[src/cal_pkg.sv]
package cal_pkg;

  typedef enum logic [1:0] {
    MODE_PUSH   = 2'd0,
    MODE_GET    = 2'd1,
    MODE_REMOVE = 2'd2,
    MODE_NOP    = 2'd3
  } mode_e;

  typedef enum logic [1:0] {
    ST_OK   = 2'd0,
    ST_OOB  = 2'd1,
    ST_FULL = 2'd2
  } status_e;

  typedef logic signed [31:0] data_t;
  typedef logic [8:0]         count_t;

  typedef struct packed {
    logic [1:0]         mode;
    logic signed [31:0] value;
    logic [7:0]         position;
  } in_t;

  typedef struct packed {
    data_t      data;
    logic [1:0] status;
    count_t     count;
  } out_t;

  // controller -> datapath
  typedef struct packed {
    logic    latch;      // capture the command word
    logic    res_set;    // load result status, data 0 or -1
    status_e res_status;
    logic    push_wr;    // append value, bump count
    logic    rd_pos;     // read entry at position, arm shift pointer
    logic    cap;        // load result data from read word
    logic    shift_rd;   // read entry at pointer, advance
    logic    shift_wr;   // write last read word one place down
    logic    cnt_dec;    // drop count by one
  } ctl_t;

  // datapath -> controller
  typedef struct packed {
    logic [1:0] mode;
    logic       full;
    logic       oob;
    logic       ptr_end;
  } sts_t;

endpackage

[src/cal_ctrl.sv]
module cal_ctrl (
  input  logic          clk_i,
  input  logic          rst_ni,
  input  logic          start,
  output logic          busy,
  output logic          done_o,
  input  cal_pkg::sts_t sts_i,
  output cal_pkg::ctl_t ctl_o
);

  typedef enum logic [2:0] {
    S_IDLE,
    S_EXEC,
    S_CAPT,
    S_SHIFT,
    S_RESP
  } state_e;

  state_e state_q, state_d;
  logic   pend_q, pend_d;
  logic   busy_q, done_q;

  always_comb begin
    ctl_o   = '0;
    state_d = state_q;
    pend_d  = 1'b0;
    case (state_q)
      S_IDLE, S_RESP: begin
        state_d = S_IDLE;
        if (start && !busy_q) begin
          ctl_o.latch = 1'b1;
          state_d     = S_EXEC;
        end
      end
      S_EXEC: begin
        ctl_o.res_set    = 1'b1;
        ctl_o.res_status = cal_pkg::ST_OK;
        state_d          = S_RESP;
        if (sts_i.mode == cal_pkg::MODE_PUSH) begin
          if (sts_i.full) begin
            ctl_o.res_status = cal_pkg::ST_FULL;
          end else begin
            ctl_o.push_wr = 1'b1;
          end
        end else if (sts_i.mode inside {cal_pkg::MODE_GET, cal_pkg::MODE_REMOVE}) begin
          if (sts_i.oob) begin
            ctl_o.res_status = cal_pkg::ST_OOB;
          end else begin
            ctl_o.rd_pos = 1'b1;
            state_d      = S_CAPT;
          end
        end
      end
      S_CAPT: begin
        ctl_o.cap = 1'b1;
        state_d   = (sts_i.mode == cal_pkg::MODE_REMOVE) ? S_SHIFT : S_RESP;
      end
      S_SHIFT: begin
        // write back the word fetched last cycle while fetching the next
        ctl_o.shift_wr = pend_q;
        if (sts_i.ptr_end) begin
          ctl_o.cnt_dec = 1'b1;
          state_d       = S_RESP;
        end else begin
          ctl_o.shift_rd = 1'b1;
          pend_d         = 1'b1;
        end
      end
      default: begin
        state_d = S_IDLE;
      end
    endcase
  end

  always_ff @(posedge clk_i or negedge rst_ni) begin
    if (!rst_ni) begin
      state_q <= S_IDLE;
      pend_q  <= 1'b0;
      busy_q  <= 1'b0;
      done_q  <= 1'b0;
    end else begin
      state_q <= state_d;
      pend_q  <= pend_d;
      busy_q  <= !(state_d inside {S_IDLE, S_RESP});
      done_q  <= (state_d == S_RESP);
    end
  end

  assign busy   = busy_q;
  assign done_o = done_q;

endmodule

[config.mk]
export PLATFORM = sky130hd
export DESIGN_NAME = cal_ctrl
export DESIGN_NICKNAME = d
export VERILOG_FILES = /design/src/cal_pkg.sv /design/src/cal_ctrl.sv
export SDC_FILE = /design/constraint.sdc
export NUM_CORES = 1
export LEC_CHECK = 0
export ABC_AREA = 1
export BUFFER_PORTS_ARGS = -buffer_cell sky130_fd_sc_hd__buf_2
export CAP_MARGIN = 10
export CORE_AREA = 2 2 39 41
export DETAILED_ROUTE_END_ITERATION = 6
export DIE_AREA = 0 0 41 43
export PLACE_DENSITY = 0.63
export SYNTH_ARGS = -nofsm -noshare
export SYNTH_HDL_FRONTEND = slang
export SYNTH_SLANG_ARGS = --single-unit
[constraint.sdc]
create_clock -name clk_i -period 1.8 [get_ports clk_i]
set_clock_uncertainty 0.15 [all_clocks]
set_input_delay 0.45 -clock clk_i [delete_from_list [all_inputs] [get_ports clk_i]]
set_output_delay 0.45 -clock clk_i [all_outputs]
set_load 0.03 [all_outputs]
==> results_dict.tcl <==
set metrics [dict create \
    start_util 0.2712 \
    drtIter0Drc 3 \
    p_sw_w 0.0003539 \
    crit_path_start_kind "primary input" \
    power.share.clock 0.151 \
    pwr_density_cell_nw_per_um2 1069 \
    cts_tree "yes" \
    yosysTopAreaCell "dfrtp_1" \
    yosysMostFrequentCell "inv_1" \
    peakVddDrop_uv 324.5 \
    crit_path_end_kind "primary output" \
    ys_seq_elements 6 \
    clock-sinks 6 \
    synth-compound-area-share 0.01333 \
    finalCritPeriodShare 1.010 \
    grt_pass1_wl_um 1559 \
    avgRoutedWirePerCell_um 10.16 \
    syn_avg_cell_area_sq_um 7.507 \
    portBuffers 19 \
    drc 0 \
    setup_tns_ns -0.02918 \
    pre_cts_ws_ns -0.1332 \
    synth_top_family_by_area "simple AND/OR/NAND/NOR gates" \
    final_antenna_net_count 0 \
    ioPinCount 20 \
    n_antenna_cell 0 \
    clk_pin_slew_worst_paths_ns 0.04 \
    leakagePower_nw 0.4231 \
    whs_path_depth 3 \
    grt_pass1_vias 417 \
    power.internal_w 0.0004527 \
    worstPathArrival_ns 1.22 \
    path_max_fanout 2 \
    dr.pass1.iters 2 \
    seqPwrFrac 0.272 \
    cts_root_buf "clkbuf_4" \
    synth_xor_xnor_area_share 0 \
    rsz0062_at_grt "true" \
    required_ns 1.20 \
    gp_congestion 0.6449 \
    hold_violations 0 \
    slew_violations 0 \
    maxCapViolCount 0 \
    globalRouteOverflowTotal 0 \
    timing.slew.headroom 0.7924 \
    async_flop_share 1.000 \
    die_y_um 43 \
    cts_buffer_depth 2 \
    hpwlAfterDp_um 663.5 \
    synth_edf_count 0 \
    fp.dieW_um 41 \
    vias 434 \
    run_status "complete, but fails checks" \
    wirelength_um 1026 \
    cts-htree-levels 1 \
    ys_seq_area_frac 0.4000 \
    grt_max_degree 7 \
    syn_area_sq_um 375.4 \
    max_freq_mhz 550.0 \
    antenna_found_initial 0 \
    ff2ff_path_depth 10 \
    synth_ff_type "dfrtp_1" \
    avgViaCountPerCell 4.297 \
    finalNetCount 97 \
    track_usage 0.1355 \
    setup_viol 2 \
    synthMuxAreaShare 0 \
    netlist_instances 50 \
    cts_made_buffers 3 \
    worst_pin_slew_ns 0.3081 \
    synth_fa_ha_area_frac 0.06667 \
    ys_types 14 \
    syn_to_final_growth_pct 101.0 \
    clk_latency_ns 0.24 \
    yosysWarnings 0 \
    fin_ws_ns -0.01827 \
    hold_ws_ns 0.3336 \
    hold_class "primary input to register" \
    dieArea_sq_um 1763 \
    p_comb_frac 0.576 \
    synth_area_leaders "dfrtp_1, inv_1, nand2_1, ha_1, nand3_1" \
    path_class "primary input to primary output" \
    rrSetupSlack_ns 0.22 \
    nFillCells 143 \
    core_area_sq_um 1384 \
    synthTopCellsByCount "inv_1, nand2_1, dfrtp_1" \
    rows 14 \
    drive_gt1_frac 0.7059 \
    synth_top_area_share 0.4000 \
    yosys.area_share.simple 0.3700 \
    syn_nets 60 \
    fin_crit_ns 1.818 \
    switching_share 0.4388 \
    violations "negative setup slack" \
]
## cells in the final DEF, fill, tap and decap left out
cell	count
buf_4	14
buf_6	9
buf_2	7
inv_1	6
nand2_1	5
inv_2	4
nand2_2	4
dfrtp_1	4
clkbuf_4	4
nor2_4	3
nor2_2	3
inv_4	3
nand3_1	3
nand2_4	2
nand4_1	2
nor2_1	2
dfrtp_2	2
nand3_2	1
o21ai_0	1
nor3_2	1
nor3b_2	1
ha_4	1
ha_1	1
dlygate4sd3_1	1
buf_8	1
## flip-flops by register name, summed over array words and instances, names as in the netlist
| register | cells |
|---|---|
| state_q | 3 |
| busy | 1 |
| pend_q | 1 |
| done_o | 1 |
## critical path, cell delays in order
cell    delay [ns]
buf_6         0.10
inv_4         0.05
ha_4          0.14
inv_4         0.04
buf_6         0.10
nor3_2        0.16
buf_4         0.18
## cells by family (layout without fill, tap and decap cells)
group,Yosys count,after routing
DFF,6,6
and+or+nand+nor,27,27
AOI/OAI and AO/OA,1,1
adders and majority gates,2,2
buffers and inverters,14,49
## layout make-up
| type | instances | area [sq um] | area share |
|---|---|---|---|
| tap | 16 | 20.02 | 0.02653 |
| inverter | 13 | 56.30 | 0.07463 |
| timing repair buffer | 33 | 274.0 | 0.3632 |
| clock buffer | 3 | 22.52 | 0.02985 |
| multi-input combinational | 30 | 229.0 | 0.3035 |
| sequential | 6 | 152.6 | 0.2023 |
## power groups by stage
| stage | Clock [W] | Combinational (W) | Sequential [W] |
|---|---|---|---|
| after CTS | 0.000125 | 0.000437 | 0.000219 |
| final | 0.000122 | 0.000465 | 0.000220 |
| after detailed placement | 0 | 0.000341 | 0.000216 |
| after global routing | 0.000134 | 0.000505 | 0.000229 |
| after floorplan | 0 | 0.000182 | 0.000262 |
| after global placement | 0 | 0.000337 | 0.000213 |
## path summary, 6_finish.rpt
check	start	endpoint
setup / recovery	sts_i[3]	ctl_o[5]
hold / removal	sts_i[0]	state_q[2]
setup reg to reg	state_q[2]	busy
hold reg to reg	busy	state_q[0]
max in group asynchronous	rst_ni	state_q[1]
min in group asynchronous	rst_ni	busy
## stage by stage
stage | cells | total power, W | util | cell area (sq um)
6_report | 101 | 0.0008066 | 0.5452 | 754.5
5_1_grt | 101 | 0.0008677 | 0.5452 | 754.5
4_1_cts | 101 | 0.0007807 | 0.5018 | 694.4
3_5_place_dp | 89 | 0.0005574 | 0.3797 | 525.5
3_3_place_gp | 89 | 0.0005499 | 0.3797 | 525.5
2_1_floorplan | 50 | 0.0004447 | - | 380.4
## per-layer routing
| layer | wire length (um) | vias up | track usage |
|---|---|---|---|
| li1 | - | 220 | - |
| met1 | 358 | 198 | 0.1350 |
| met2 | 604 | 14 | 0.2344 |
| met3 | 44 | 2 | 0 |
| met4 | 20 | 0 | 0.1200 |
| met5 | 0 | - | 0 |
## what timing repair did
item / in CTS / in global routing
buffers inserted: 8 / 1
hold endpoints to repair: 6 / 0
gates resized for setup: 27 / 20
hold buffers: 1 / 0
pin swaps: 6 / 6
cloned: 0 / 0
endpoints found under the setup margin: 7 / 12
(Power assumes the default switching activity.)
